**config.mk**
```make
export PLATFORM = sky130hd
export DESIGN_NAME = two_finger_gesture_detector_unit
export DESIGN_NICKNAME = d
export VERILOG_FILES = /design/src/hw/rtl/tfg_pkg.sv /design/src/hw/rtl/two_finger_gesture_detector_unit.sv /design/src/hw/rtl/tfg_datapath.sv /design/src/hw/rtl/tfg_controller.sv
export SDC_FILE = /design/constraint.sdc
export NUM_CORES = 2
export LEC_CHECK = 0
export ABC_AREA = 1
export BUFFER_PORTS_ARGS = -buffer_cell sky130_fd_sc_hd__buf_2
export CAP_MARGIN = 20
export CORE_UTILIZATION = 35
export CTS_CLUSTER_SIZE = 12
export DETAILED_ROUTE_END_ITERATION = 10
export GPL_ROUTABILITY_DRIVEN = 0
export GPL_TIMING_DRIVEN = 0
export PLACE_DENSITY = 0.57
export SYNTH_ARGS = -nofsm -noshare
export SYNTH_HDL_FRONTEND = slang
export SYNTH_HIERARCHICAL = 1
export SYNTH_SLANG_ARGS = --single-unit
```
**constraint.sdc**
```tcl
create_clock -name clk -period 24.2 [get_ports clk]
set_input_delay 1.21 -clock clk [delete_from_list [all_inputs] [get_ports clk]]
set_output_delay 1.21 -clock clk [all_outputs]
set_load 0.02 [all_outputs]
```
**src/hw/rtl/tfg_pkg.sv**
```systemverilog
// Package with shared types and constants of the gesture detector.
`default_nettype none
package tfg_pkg;
  localparam int CoordBits = 16;
  localparam int SumBits = CoordBits + 1;
  localparam int CenBits = CoordBits + 2;
  localparam int SqBits = 2 * CoordBits + 1;
  localparam int DistBits = CoordBits + 10;
  localparam int RootSteps = SqBits / 2 + 9;
  localparam int QuoSteps = DistBits + 16;
  localparam int QuoBits = DistBits + 16;

  localparam logic [2:0] CMD_SLOT = 3'd0;
  localparam logic [2:0] CMD_TRACK = 3'd1;
  localparam logic [2:0] CMD_POS_X = 3'd2;
  localparam logic [2:0] CMD_POS_Y = 3'd3;
  localparam logic [2:0] CMD_SYNC = 3'd4;

  localparam logic [1:0] KIND_TOUCH = 2'd0;
  localparam logic [1:0] KIND_PINCH = 2'd1;
  localparam logic [1:0] KIND_PAN = 2'd2;

  localparam logic CFG_ZOOM = 1'b0;
  localparam logic CFG_PAN = 1'b1;

  typedef enum logic [3:0] {
    ST_IDLE, ST_PREP, ST_ROOT, ST_EVAL, ST_DIV, ST_PINCH, ST_PAN, ST_FINISH, ST_OUT, ST_OUT2
  } state_t;

  // Commands from controller to datapath.
  typedef struct packed {
    logic event_load;
    logic prep;
    logic root_step;
    logic div_start;
    logic div_step;
    logic emit_touch_on;
    logic emit_touch_off;
    logic emit_pinch;
    logic emit_pan;
    logic commit;
  } cmd_t;

  // Status from datapath to controller.
  typedef struct packed {
    logic two;
    logic active;
    logic first;
    logic prev_nonzero;
    logic zoom_over;
    logic pan_over;
  } status_t;
endpackage
`default_nettype wire

```
**src/hw/rtl/two_finger_gesture_detector_unit.sv**
```systemverilog
// Top level of the two-finger gesture detector.
//  channel   direction  contents
//  s_axis    in         tdata: cmd[2:0], value[34:3]
//  m_axis    out        tdata: kind, touching, center_x, center_y, zoom_ratio, pan_dx, pan_dy
//  cfg       in         cfg_we, cfg_index, cfg_data
// Non-sync events are applied on acceptance and the block stays idle. A sync with two
// placed fingers runs the square root (a load step, then its 25 digits) and, past the
// first frame with a nonzero previous distance, the divider; new requests are taken
// again only once the block is back in idle, after any results are out.
// Reset is synchronous; it clears slot and gesture state and sets the thresholds to their defaults.
// Only one request is in work at a time; a stalled result holds the block.
`default_nettype none
module two_finger_gesture_detector_unit (
  input  wire logic        clk,
  input  wire logic        rst,
  input  wire logic        s_axis_tvalid,
  output logic             s_axis_tready,
  input  wire logic [39:0] s_axis_tdata,   // cmd[2:0], value[34:3]
  output logic             m_axis_tvalid,
  input  wire logic        m_axis_tready,
  output logic [111:0]     m_axis_tdata,   // kind, touching, center_x, center_y,
                                           // zoom_ratio, pan_dx, pan_dy
  output logic             m_axis_tlast,
  input  wire logic        cfg_we,
  input  wire logic        cfg_index,
  input  wire logic [17:0] cfg_data
);
  tfg_pkg::cmd_t cmd;
  tfg_pkg::status_t status;
  logic [1:0] kind;
  logic touching;
  logic [16:0] cx, cy;
  logic [31:0] zoom;
  logic [17:0] dx, dy;

  tfg_controller u_ctrl (
    .clk, .rst, .in_valid(s_axis_tvalid), .in_cmd(s_axis_tdata[2:0]),
    .in_ready(s_axis_tready), .status, .cmd, .out_valid(m_axis_tvalid),
    .out_last(m_axis_tlast), .out_ready(m_axis_tready)
  );

  tfg_datapath u_dp (
    .clk, .rst, .cmd, .in_cmd(s_axis_tdata[2:0]), .in_value(s_axis_tdata[34:3]),
    .cfg_we, .cfg_index, .cfg_data, .status, .res_kind(kind), .res_touching(touching),
    .res_cx(cx), .res_cy(cy), .res_zoom(zoom), .res_dx(dx), .res_dy(dy)
  );

  assign m_axis_tdata = {7'b0, dy, dx, zoom, cy, cx, touching, kind};
endmodule
`default_nettype wire

```
**src/hw/rtl/tfg_datapath.sv**
```systemverilog
// Datapath: slot state, square root, divider, thresholds and result staging.
`default_nettype none
module tfg_datapath (
  input  wire logic              clk,
  input  wire logic              rst,
  input  wire tfg_pkg::cmd_t     cmd,
  input  wire logic [2:0]        in_cmd,
  input  wire logic [31:0]       in_value,
  input  wire logic              cfg_we,
  input  wire logic              cfg_index,
  input  wire logic [17:0]       cfg_data,
  output tfg_pkg::status_t       status,
  output logic [1:0]             res_kind,
  output logic                   res_touching,
  output logic [16:0]            res_cx,
  output logic [16:0]            res_cy,
  output logic [31:0]            res_zoom,
  output logic [17:0]            res_dx,
  output logic [17:0]            res_dy
);
  localparam int CB = tfg_pkg::CoordBits;
  localparam int SB = tfg_pkg::SqBits;
  localparam int DB = tfg_pkg::DistBits;
  localparam int QB = tfg_pkg::QuoBits;
  localparam int NB = DB + 16;

  logic [15:0] zoom_threshold;
  logic [17:0] pan_threshold;
  logic [CB-1:0] point_x [2];
  logic [CB-1:0] point_y [2];
  logic [1:0] x_set, y_set, finger_down;
  logic slot_idx, slot_ok;
  logic active, first;
  logic [DB-1:0] prev_dist;
  logic [tfg_pkg::CenBits-1:0] prev_cx, prev_cy;

  logic [SB-1:0] sq;
  logic [SB+16:0] root_src;
  logic [DB+1:0] rem;
  logic [DB-1:0] root;
  logic [NB-1:0] num;
  logic [DB:0] drem;
  logic [QB-1:0] quo;
  logic [tfg_pkg::SumBits-1:0] cx, cy;
  logic [17:0] pdx, pdy;
  logic [31:0] ratio;
  logic zoom_over_r, pan_over_r;

  // Clamp of a signed coordinate to the coordinate range.
  logic [CB-1:0] coord;
  always_comb begin
    if (in_value[31]) coord = '0;
    else if (in_value[30:CB] != '0) coord = '1;
    else coord = in_value[CB-1:0];
  end

  // Absolute differences of the stored points.
  logic [CB-1:0] ax, ay;
  always_comb begin
    ax = (point_x[0] > point_x[1]) ? point_x[0] - point_x[1] : point_x[1] - point_x[0];
    ay = (point_y[0] > point_y[1]) ? point_y[0] - point_y[1] : point_y[1] - point_y[0];
  end

  // One root digit per cycle, pairs from the top of the shifted square.
  logic [DB+1:0] trial, rem_sh;
  always_comb begin
    rem_sh = {rem[DB-1:0], root_src[SB+16:SB+15]};
    trial = {root, 2'b01};
  end

  // One quotient bit per cycle.
  logic [DB:0] dsh;
  always_comb dsh = {drem[DB-1:0], num[NB-1]};

  // Signed center deltas and their Manhattan size, the clamped zoom ratio and its distance from 1.0.
  logic signed [18:0] ddx, ddy;
  logic [18:0] mx, my;
  logic [19:0] man;
  logic [33:0] dev;
  always_comb begin
    ddx = 19'(signed'({2'b00, cx})) - 19'(signed'({1'b0, prev_cx}));
    ddy = 19'(signed'({2'b00, cy})) - 19'(signed'({1'b0, prev_cy}));
    mx = ddx[18] ? 19'(-ddx) : ddx;
    my = ddy[18] ? 19'(-ddy) : ddy;
    man = {1'b0, mx} + {1'b0, my};
    ratio = (quo[QB-1:32] != '0) ? '1 : quo[31:0];
    dev = ({2'b00, ratio} > 34'(65536)) ? {2'b00, ratio} - 34'(65536)
                                        : 34'(65536) - {2'b00, ratio};
  end

  always_comb begin
    status.two = finger_down[0] && finger_down[1] && (&x_set) && (&y_set);
    status.active = active;
    status.first = first;
    status.prev_nonzero = prev_dist != '0;
    status.zoom_over = zoom_over_r;
    status.pan_over = pan_over_r;
  end

  // Configuration registers.
  always_ff @(posedge clk) begin
    if (rst) begin
      zoom_threshold <= 16'd328;
      pan_threshold <= 18'd2;
    end else if (cfg_we) begin
      if (cfg_index == tfg_pkg::CFG_ZOOM) zoom_threshold <= cfg_data[15:0];
      else pan_threshold <= cfg_data;
    end
  end

  // Slot state and gesture state.
  always_ff @(posedge clk) begin
    if (rst) begin
      x_set <= '0;
      y_set <= '0;
      finger_down <= '0;
      slot_idx <= 1'b0;
      slot_ok <= 1'b1;
      active <= 1'b0;
      first <= 1'b0;
      prev_dist <= '0;
      prev_cx <= '0;
      prev_cy <= '0;
      point_x[0] <= '0;
      point_x[1] <= '0;
      point_y[0] <= '0;
      point_y[1] <= '0;
    end else begin
      if (cmd.event_load) begin
        case (in_cmd)
          tfg_pkg::CMD_SLOT: begin
            slot_ok <= (in_value[31:1] == '0);
            slot_idx <= in_value[0];
          end
          tfg_pkg::CMD_TRACK: if (slot_ok) begin
            finger_down[slot_idx] <= !in_value[31];
            if (in_value[31]) begin
              x_set[slot_idx] <= 1'b0;
              y_set[slot_idx] <= 1'b0;
              point_x[slot_idx] <= '0;
              point_y[slot_idx] <= '0;
            end
          end
          tfg_pkg::CMD_POS_X: if (slot_ok) begin
            point_x[slot_idx] <= coord;
            x_set[slot_idx] <= 1'b1;
          end
          tfg_pkg::CMD_POS_Y: if (slot_ok) begin
            point_y[slot_idx] <= coord;
            y_set[slot_idx] <= 1'b1;
          end
          default: ;
        endcase
      end
      if (cmd.emit_touch_on) begin
        active <= 1'b1;
        first <= 1'b1;
        prev_dist <= root;
        prev_cx <= {1'b0, cx};
        prev_cy <= {1'b0, cy};
      end
      if (cmd.emit_touch_off) begin
        active <= 1'b0;
        prev_dist <= '0;
        prev_cx <= '0;
        prev_cy <= '0;
      end
      if (cmd.commit) begin
        first <= 1'b0;
        prev_dist <= root;
        prev_cx <= {1'b0, cx};
        prev_cy <= {1'b0, cy};
      end
    end
  end

  // Arithmetic units and result staging.
  always_ff @(posedge clk) begin
    if (cmd.prep) begin
      sq <= SB'(ax) * SB'(ax) + SB'(ay) * SB'(ay);
      cx <= {1'b0, point_x[0]} + {1'b0, point_x[1]};
      cy <= {1'b0, point_y[0]} + {1'b0, point_y[1]};
      rem <= '0;
      root <= '0;
    end
    // The first root step loads the shifted square, the others shift it.
    if (cmd.prep) root_src <= '0;
    else if (cmd.root_step) begin
      if (root_src == '0 && rem == '0 && root == '0) root_src <= {17'd0, sq} << 16;
      else root_src <= root_src << 2;
    end
    if (cmd.root_step) begin
      if (rem_sh >= trial) begin
        rem <= rem_sh - trial;
        root <= {root[DB-2:0], 1'b1};
      end else begin
        rem <= rem_sh;
        root <= {root[DB-2:0], 1'b0};
      end
    end
    if (cmd.div_start) begin
      num <= {root, 16'd0};
      drem <= '0;
      quo <= '0;
    end
    if (cmd.div_step) begin
      num <= num << 1;
      if (dsh >= {1'b0, prev_dist}) begin
        drem <= dsh - {1'b0, prev_dist};
        quo <= {quo[QB-2:0], 1'b1};
      end else begin
        drem <= dsh;
        quo <= {quo[QB-2:0], 1'b0};
      end
    end
    zoom_over_r <= dev > 34'(zoom_threshold);
    pan_over_r <= man > 20'(pan_threshold);
    if (cmd.emit_touch_on || cmd.emit_touch_off) begin
      res_kind <= tfg_pkg::KIND_TOUCH;
      res_touching <= cmd.emit_touch_on;
      res_cx <= '0;
      res_cy <= '0;
      res_zoom <= '0;
      res_dx <= '0;
      res_dy <= '0;
    end else if (cmd.emit_pinch || cmd.emit_pan) begin
      res_kind <= cmd.emit_pinch ? tfg_pkg::KIND_PINCH : tfg_pkg::KIND_PAN;
      res_touching <= 1'b0;
      res_cx <= cx;
      res_cy <= cy;
      res_zoom <= cmd.emit_pinch ? ratio : '0;
      res_dx <= cmd.emit_pan ? ddx[17:0] : '0;
      res_dy <= cmd.emit_pan ? ddy[17:0] : '0;
    end
  end
endmodule
`default_nettype wire

```
**src/hw/rtl/tfg_controller.sv**
```systemverilog
// Controller state machine that sequences events, sync frames and results.
`default_nettype none
module tfg_controller (
  input  wire logic              clk,
  input  wire logic              rst,
  input  wire logic              in_valid,
  input  wire logic [2:0]        in_cmd,
  output logic                   in_ready,
  input  wire tfg_pkg::status_t  status,
  output tfg_pkg::cmd_t          cmd,
  output logic                   out_valid,
  output logic                   out_last,
  input  wire logic              out_ready
);
  tfg_pkg::state_t state, state_next;
  logic [5:0] count, count_next;
  logic pan_pend, pan_pend_next;

  always_ff @(posedge clk) begin
    if (rst) begin
      state <= tfg_pkg::ST_IDLE;
      count <= '0;
      pan_pend <= 1'b0;
    end else begin
      state <= state_next;
      count <= count_next;
      pan_pend <= pan_pend_next;
    end
  end

  always_comb begin
    state_next = state;
    count_next = count;
    pan_pend_next = pan_pend;
    cmd = '0;
    in_ready = 1'b0;
    out_valid = 1'b0;
    out_last = 1'b0;
    case (state)
      tfg_pkg::ST_IDLE: begin
        in_ready = 1'b1;
        if (in_valid) begin
          cmd.event_load = 1'b1;
          if (in_cmd == tfg_pkg::CMD_SYNC) state_next = tfg_pkg::ST_PREP;
        end
      end
      tfg_pkg::ST_PREP: begin
        if (status.two) begin
          cmd.prep = 1'b1;
          count_next = 6'(tfg_pkg::RootSteps + 1);
          state_next = tfg_pkg::ST_ROOT;
        end else if (status.active) begin
          cmd.emit_touch_off = 1'b1;
          pan_pend_next = 1'b0;
          state_next = tfg_pkg::ST_OUT;
        end else state_next = tfg_pkg::ST_IDLE;
      end
      tfg_pkg::ST_ROOT: begin
        cmd.root_step = 1'b1;
        count_next = count - 6'd1;
        if (count == 6'd1) state_next = tfg_pkg::ST_EVAL;
      end
      tfg_pkg::ST_EVAL: begin
        if (!status.active) begin
          cmd.emit_touch_on = 1'b1;
          pan_pend_next = 1'b0;
          state_next = tfg_pkg::ST_OUT;
        end else if (status.first) begin
          cmd.commit = 1'b1;
          state_next = tfg_pkg::ST_IDLE;
        end else if (status.prev_nonzero) begin
          cmd.div_start = 1'b1;
          count_next = 6'(tfg_pkg::QuoSteps);
          state_next = tfg_pkg::ST_DIV;
        end else state_next = tfg_pkg::ST_PINCH;
      end
      tfg_pkg::ST_DIV: begin
        cmd.div_step = 1'b1;
        count_next = count - 6'd1;
        if (count == 6'd1) state_next = tfg_pkg::ST_PINCH;
      end
      tfg_pkg::ST_PINCH: state_next = tfg_pkg::ST_PAN;
      tfg_pkg::ST_PAN: begin
        pan_pend_next = status.pan_over;
        if (status.prev_nonzero && status.zoom_over) begin
          cmd.emit_pinch = 1'b1;
          state_next = tfg_pkg::ST_OUT;
        end else if (status.pan_over) begin
          cmd.emit_pan = 1'b1;
          pan_pend_next = 1'b0;
          state_next = tfg_pkg::ST_OUT;
        end else state_next = tfg_pkg::ST_FINISH;
      end
      tfg_pkg::ST_OUT: begin
        out_valid = 1'b1;
        out_last = !pan_pend;
        if (out_ready) begin
          if (pan_pend) begin
            cmd.emit_pan = 1'b1;
            pan_pend_next = 1'b0;
            state_next = tfg_pkg::ST_OUT2;
          end else if (status.active && !status.first) state_next = tfg_pkg::ST_FINISH;
          else state_next = tfg_pkg::ST_IDLE;
        end
      end
      tfg_pkg::ST_OUT2: begin
        out_valid = 1'b1;
        out_last = 1'b1;
        if (out_ready) state_next = tfg_pkg::ST_FINISH;
      end
      tfg_pkg::ST_FINISH: begin
        cmd.commit = 1'b1;
        state_next = tfg_pkg::ST_IDLE;
      end
      default: state_next = tfg_pkg::ST_IDLE;
    endcase
  end
endmodule
`default_nettype wire

```
-- After elaboration in Yosys (flattened, before gate mapping)
Memories as Yosys holds them, arrays and structs flattened.
Cells that the tools add are included.
- latch bits: 0
- bits of input ports: 64
- bits in registers: 487
- ROM bits: 0
- word-level logic and storage cells: 279
- bits in writable memories: 64
- memories: 2
- multipliers: 2
- shift-type cells: 0
- muxes and demuxes: 129
- $lt $le $gt $ge: 9
- equality and inequality tests: 31
- reduce and logical (&&, ||, !) cells: 47
- bitwise logic cells: 8
- div/mod/pow operators: 0
- $add $sub $neg: 17
- memories (memory ; depth ; bits a word ; rd ports ; clocked after memory_dff ; write ports ; RTL line ; source):
    u_dp.point_x ; 2 ; 16 ; 2 ; 0 ; 2 ; tfg_datapath.sv:29 ; logic [CB-1:0] point_x [2];
    u_dp.point_y ; 2 ; 16 ; 2 ; 0 ; 2 ; tfg_datapath.sv:30 ; logic [CB-1:0] point_y [2];
- operators by type and width (cell ; number):
    $mux W26 ; 8
    $mux W42 ; 4
    $mux W16 ; 8
    $mux W17 ; 6
    $mux W28 ; 3
    $mul A16 B16 Y32 ; 2
    $mux W32 ; 2
    $sub A16 B16 Y16 ; 4
    $mux W1 ; 57
    $logic_not A50 Y1 ; 1
    $mux W50 ; 1
    $mux W4 ; 12
    $mux W19 ; 2
    $neg A19 Y19 ; 2
    $mux W18 ; 2
    $pmux W4 S9 ; 1
    $sub A17 B17 Y18 ; 2
    $add A16 B16 Y17 ; 2
    $gt A34 B16 Y1 ; 1
    $mux W34 ; 1
    $add A32 B32 Y33 ; 1
    $sub A17 B32 Y33 const A ; 1
    $sub A32 B17 Y33 const B ; 1
    $gt A16 B16 Y1 ; 2
    54 further kinds ; 117

-- Longest topological paths before layout
- depth in word-level cells: 9
- gate-level depth with buffers: 44

-- Cells and area by module
The synthesis kept the hierarchy.
- modules (own cells, without submodules) (module ; sequential area each (um2) ; area each (um2) ; times used ; cells an instance):
    tfg_datapath ; 13292.7 ; 47649.4 ; 1 ; 5865
    tfg_controller ; 220.2 ; 967.2 ; 1 ; 184
    two_finger_gesture_detector_unit ; 0.0 ; 63.8 ; 1 ; 9

-- Worst setup path before layout
Ideal clock, no wire load.
- kind: reg-to-reg
- start point: memory u_dp/point_x[1][0] (netlist name)
- end point: register u_dp.sq[31] (data pin)
- required time: 23.938 ns
- path buffers: 2
- period minus slack after synthesis: 8.468 ns
- arrival time: 8.206 ns
- cell stages (with the launch flop): 36
- setup slack: 15.732 ns
- path through: edfxtp_1 -> ha_1 -> fa_1 -> o21ai_2 -> inv_1 -> o21bai_1 -> nand2_1 -> o2111ai_1 -> nand2_2 -> buf_2 -> o21ai_0 -> nand2_1 -> buf_4 -> nor2_1 -> inv_1 -> fa_1 -> inv_1 -> fa_1 -> fa_1 -> inv_1 -> fa_1 -> inv_1 -> fa_1 -> fa_1 -> fa_1 -> inv_1 -> fa_1 -> inv_1 -> ha_1 -> nand2_1 -> nor4_1 -> a21oi_1 -> o21ai_0 -> nand2_1 -> a21oi_1 -> xor2_1
- RTL lines (what ; RTL line ; source):
    start, declared ; tfg_datapath.sv:29 ;
    end signal, assigned ; tfg_datapath.sv:180 ; sq <= SB'(ax) * SB'(ax) + SB'(ay) * SB'(ay);
    end, declared ; tfg_datapath.sv:37 ; logic [SB-1:0] sq;

==> run metrics <==
outcome finished clean; Hold-fix buffers, CTS 0; R2R depth 37; Syn Inst Count between 6000 and 7000; final clock skew 0.0329 ns; io pins 179; GRT Overall Usage 0.189; gr ovfl total 0; post-synth cell types 64; number of enable flip-flop cells after synthesis 280; Post-CTS Resized 0; Compound-Gate Fraction of Synth Area 0.119; DIE WIDTH ~370 um; critical path endpoint category flop; antenna violations before repair 1; routed length per instance 16.4 um; Final Hold Fails 0; Synth Area in Simple Gates 0.167; vias in the first global route 39700; synth warn 6; Slew Limit Headroom 0.351; Clock transition at path regs 0.06 ns; Mapped Avg Cell Area 8.04 um^2; DRC 0; Root Buffer clkbuf_16; TritonCTS clock tree yes; ant diodes 0; Post-synth ARST share 0; max-slew violation count 0; Slowest-stage cell, CP fa_1; largest family of logic cells by synthesized area adder cells; Final min period 9.96 ns; worst reg2reg endpoint u_dp/sq[26]; HP Class flop to flop; adder-cell share of the synthesized area 0.277; slew at the pin closest to its max-slew limit 0.969 ns; mux share of post-synthesis cell area 0.000411; routing usage on met3 0.0242; Most Frequent Cell on Critical Path fa_1; DP HPWL 111 mm; Max clock buf depth 3; Top Usage Layer GRT met2; core area 138000 um^2; CTS H-tree depth 2; # Max-Cap Violations 0; Placed Cells incl. Taps between 8000 and 9000; Die ar. between 100000 and 150000 um^2; WP data arrival 10.38 ns; Tcrit/Tclk final 0.412; Netlist Area Pre-Place 48700 um^2; fillcell total approximately 14000; layout cell share with drive strength beyond 1 0.0648; Crit path required time approximately 25 ns; Synth Flop Type edfxtp_1; Detailed Route WL 134 mm; Rows 136; reg2reg start u_dp/point_x[1][0]; met2 Usage GRT 0.330; critical path class flop to flop; worst-skew pair later-pin latency a little under 0.7 ns; via count 40100; 1st-pass router iterations 5; Via density 4.93; TritonCTS buffer count 60; die height between 300 and 400 um; Setup TNS Final 0 ns; # nets final 7196; area grow syn2layout 10.6%; Initial Utilization 0.354; first-pass GRT wire length 213 mm; Startpoint Class flop; Post-Synth XOR/XNOR Area 0.0436; IO buf count 165; post-route antenna net violation count 0; met1 Usage GRT 0.248; CP max FO 10; clk sinks 535; largest net degree at the start of global routing 70; R2R Setup Slk 14.24 ns; sequential share of the synthesized area 0.278; setup violators final 0; initial DRC count 2804; hold depth 2; unrepaired setup endpoints after global routing no; final cell count without fillers between 8000 and 9000; FF+latch count, synth 535; Worst path max stage delay 0.56 ns; post-CTS setup buffer count 0; fmax 0.100 GHz
[layer usage]
metal | wire (um) | vias up | share of wire
met2 | 65300 | 909 | 0.49
li1 | - | 19800 | -
met1 | 59300 | 19300 | 0.44
met4 | 2690 | 0 | 0.020
met3 | 6450 | 146 | 0.048
met5 | 0 | - | 0
[cell usage after synthesis (11+ instances only)]
library cell	n	area (um^2)
o211ai_1	41	308
inv_2	12	45.0
xor2_1	174	1520
nand4_1	49	307
buf_2	35	175
nand3_1	230	1150
o21ai_1	11	55.1
o21a_1	16	120
nor2_1	626	2350
edfxtp_1	280	8410
a21oi_1	368	1840
fa_1	400	8010
o21ai_0	498	2490
o21bai_1	15	113
a31oi_1	14	87.6
clkbuf_1	123	462
a21o_1	25	188
dfxtp_1	255	5100
or2_2	11	68.8
ha_1	436	5460
nand2_1	870	3270
nor4_1	35	219
xnor2_1	61	534
a22oi_1	11	82.6
buf_4	30	225
nor3_1	54	270
a21boi_0	16	120
nand2_2	12	75.1
nor2_2	14	87.6
inv_1	1228	4610
[kinds of logic after synthesis]
kind of cell	after synthesis
AOI/OAI and AO/OA	1064
xor gates and xnor gates	239
adders and majority gates	836
buffers and inverters	1443
DFF	535
muxes	2
other	2
and+or+nand+nor	1937
[metrics by stage]
step | instance area (um^2) | worst slack, ns | util | hold slack, ns
3_5_place_dp | 51900 | 14.28 | 0.377 | 0.446
2_1_floorplan | 48700 | 15.73 | - | 0.426
4_1_cts | 53900 | 14.28 | 0.391 | 0.456
3_3_place_gp | 51800 | 14.34 | 0.376 | 0.440
5_1_grt | 53900 | 13.67 | 0.391 | 0.482
6_report | 53900 | 14.24 | 0.391 | 0.456
[cell usage in the layout, fill, tap and decap left out, types with 54 or more instances in the layout]
| cell type | Yosys | final |
|---|---|---|
| nand2_1 | 870 | 870 |
| o21ai_0 | 498 | 494 |
| nand3_1 | 230 | 230 |
| nor2_1 | 626 | 626 |
| edfxtp_1 | 280 | 280 |
| xnor2_1 | 61 | 61 |
| buf_2 | 35 | 200 |
| clkbuf_16 | 0 | 65 |
| ha_1 | 436 | 436 |
| xor2_1 | 174 | 174 |
| clkbuf_1 | 123 | 143 |
| fa_1 | 400 | 400 |
| inv_1 | 1228 | 1227 |
| a21oi_1 | 368 | 368 |
| dfxtp_1 | 255 | 255 |
| nor3_1 | 54 | 54 |
[registers in the layout, summed over array words and instances, names as in the netlist, 17 cells and up, named ones only]
name                flops
u_dp/sq                33
u_dp/point_y           32
u_dp/res_dy            18
u_dp/point_x           32
u_dp/drem              26
u_dp/cy                17
u_dp/quo               42
u_dp/num               26
u_dp/prev_cy           17
u_dp/rem               28
u_dp/pan_threshold     18
u_dp/cx                17
u_dp/res_zoom          32
u_dp/root_src          34
u_dp/res_cx            17
u_dp/prev_cx           17
u_dp/root              26
u_dp/res_dx            18
u_dp/res_cy            17
u_dp/prev_dist         26
[critical path, delay by kind of cell, from the launching register on]
| family | cells | cell delay (ns) |
|---|---|---|
| fa+ha+maj | 11 | 5.17 |
| compound gates | 9 | 1.90 |
| buf+inv | 9 | 1.18 |
| simple gates | 7 | 0.92 |
| flops | 1 | 0.42 |
| xor+xnor | 1 | 0.15 |
[layout make-up]
cell class	count	area, um^2	share of cell area
multi-input cells	4087	29600	0.550
flip-flops and latches	535	13500	0.251
inverters	1246	4680	0.0869
well taps	1794	2240	0.0417
clock buffers	94	1810	0.0336
plain buffers	197	931	0.0173
repair buffers	169	891	0.0165
clock inverters	19	189	0.00351
[how the worst max path moves through the flow]
| stage | startpoint | endpoint | slack (ns) | cells after the start |
|---|---|---|---|---|
| finish | u_dp/point_x[1][0] | u_dp/sq[26] | 14.24 | 37 |
| global route | u_dp/point_x[1][0] | u_dp/sq[31] | 13.67 | 34 |
| CTS | u_dp/point_y[0][13] | u_dp/sq[31] | 14.28 | 32 |
| detailed placement | u_dp/point_y[0][13] | u_dp/sq[31] | 14.28 | 32 |
| global placement | u_dp/point_y[0][13] | u_dp/sq[31] | 14.34 | 34 |
| floorplan | u_dp/point_x[1][0] | u_dp/sq[31] | 15.73 | 35 |
Power is not shown: default switching activity piles up to over one toggle a cycle in this logic, so the estimate is an artifact.
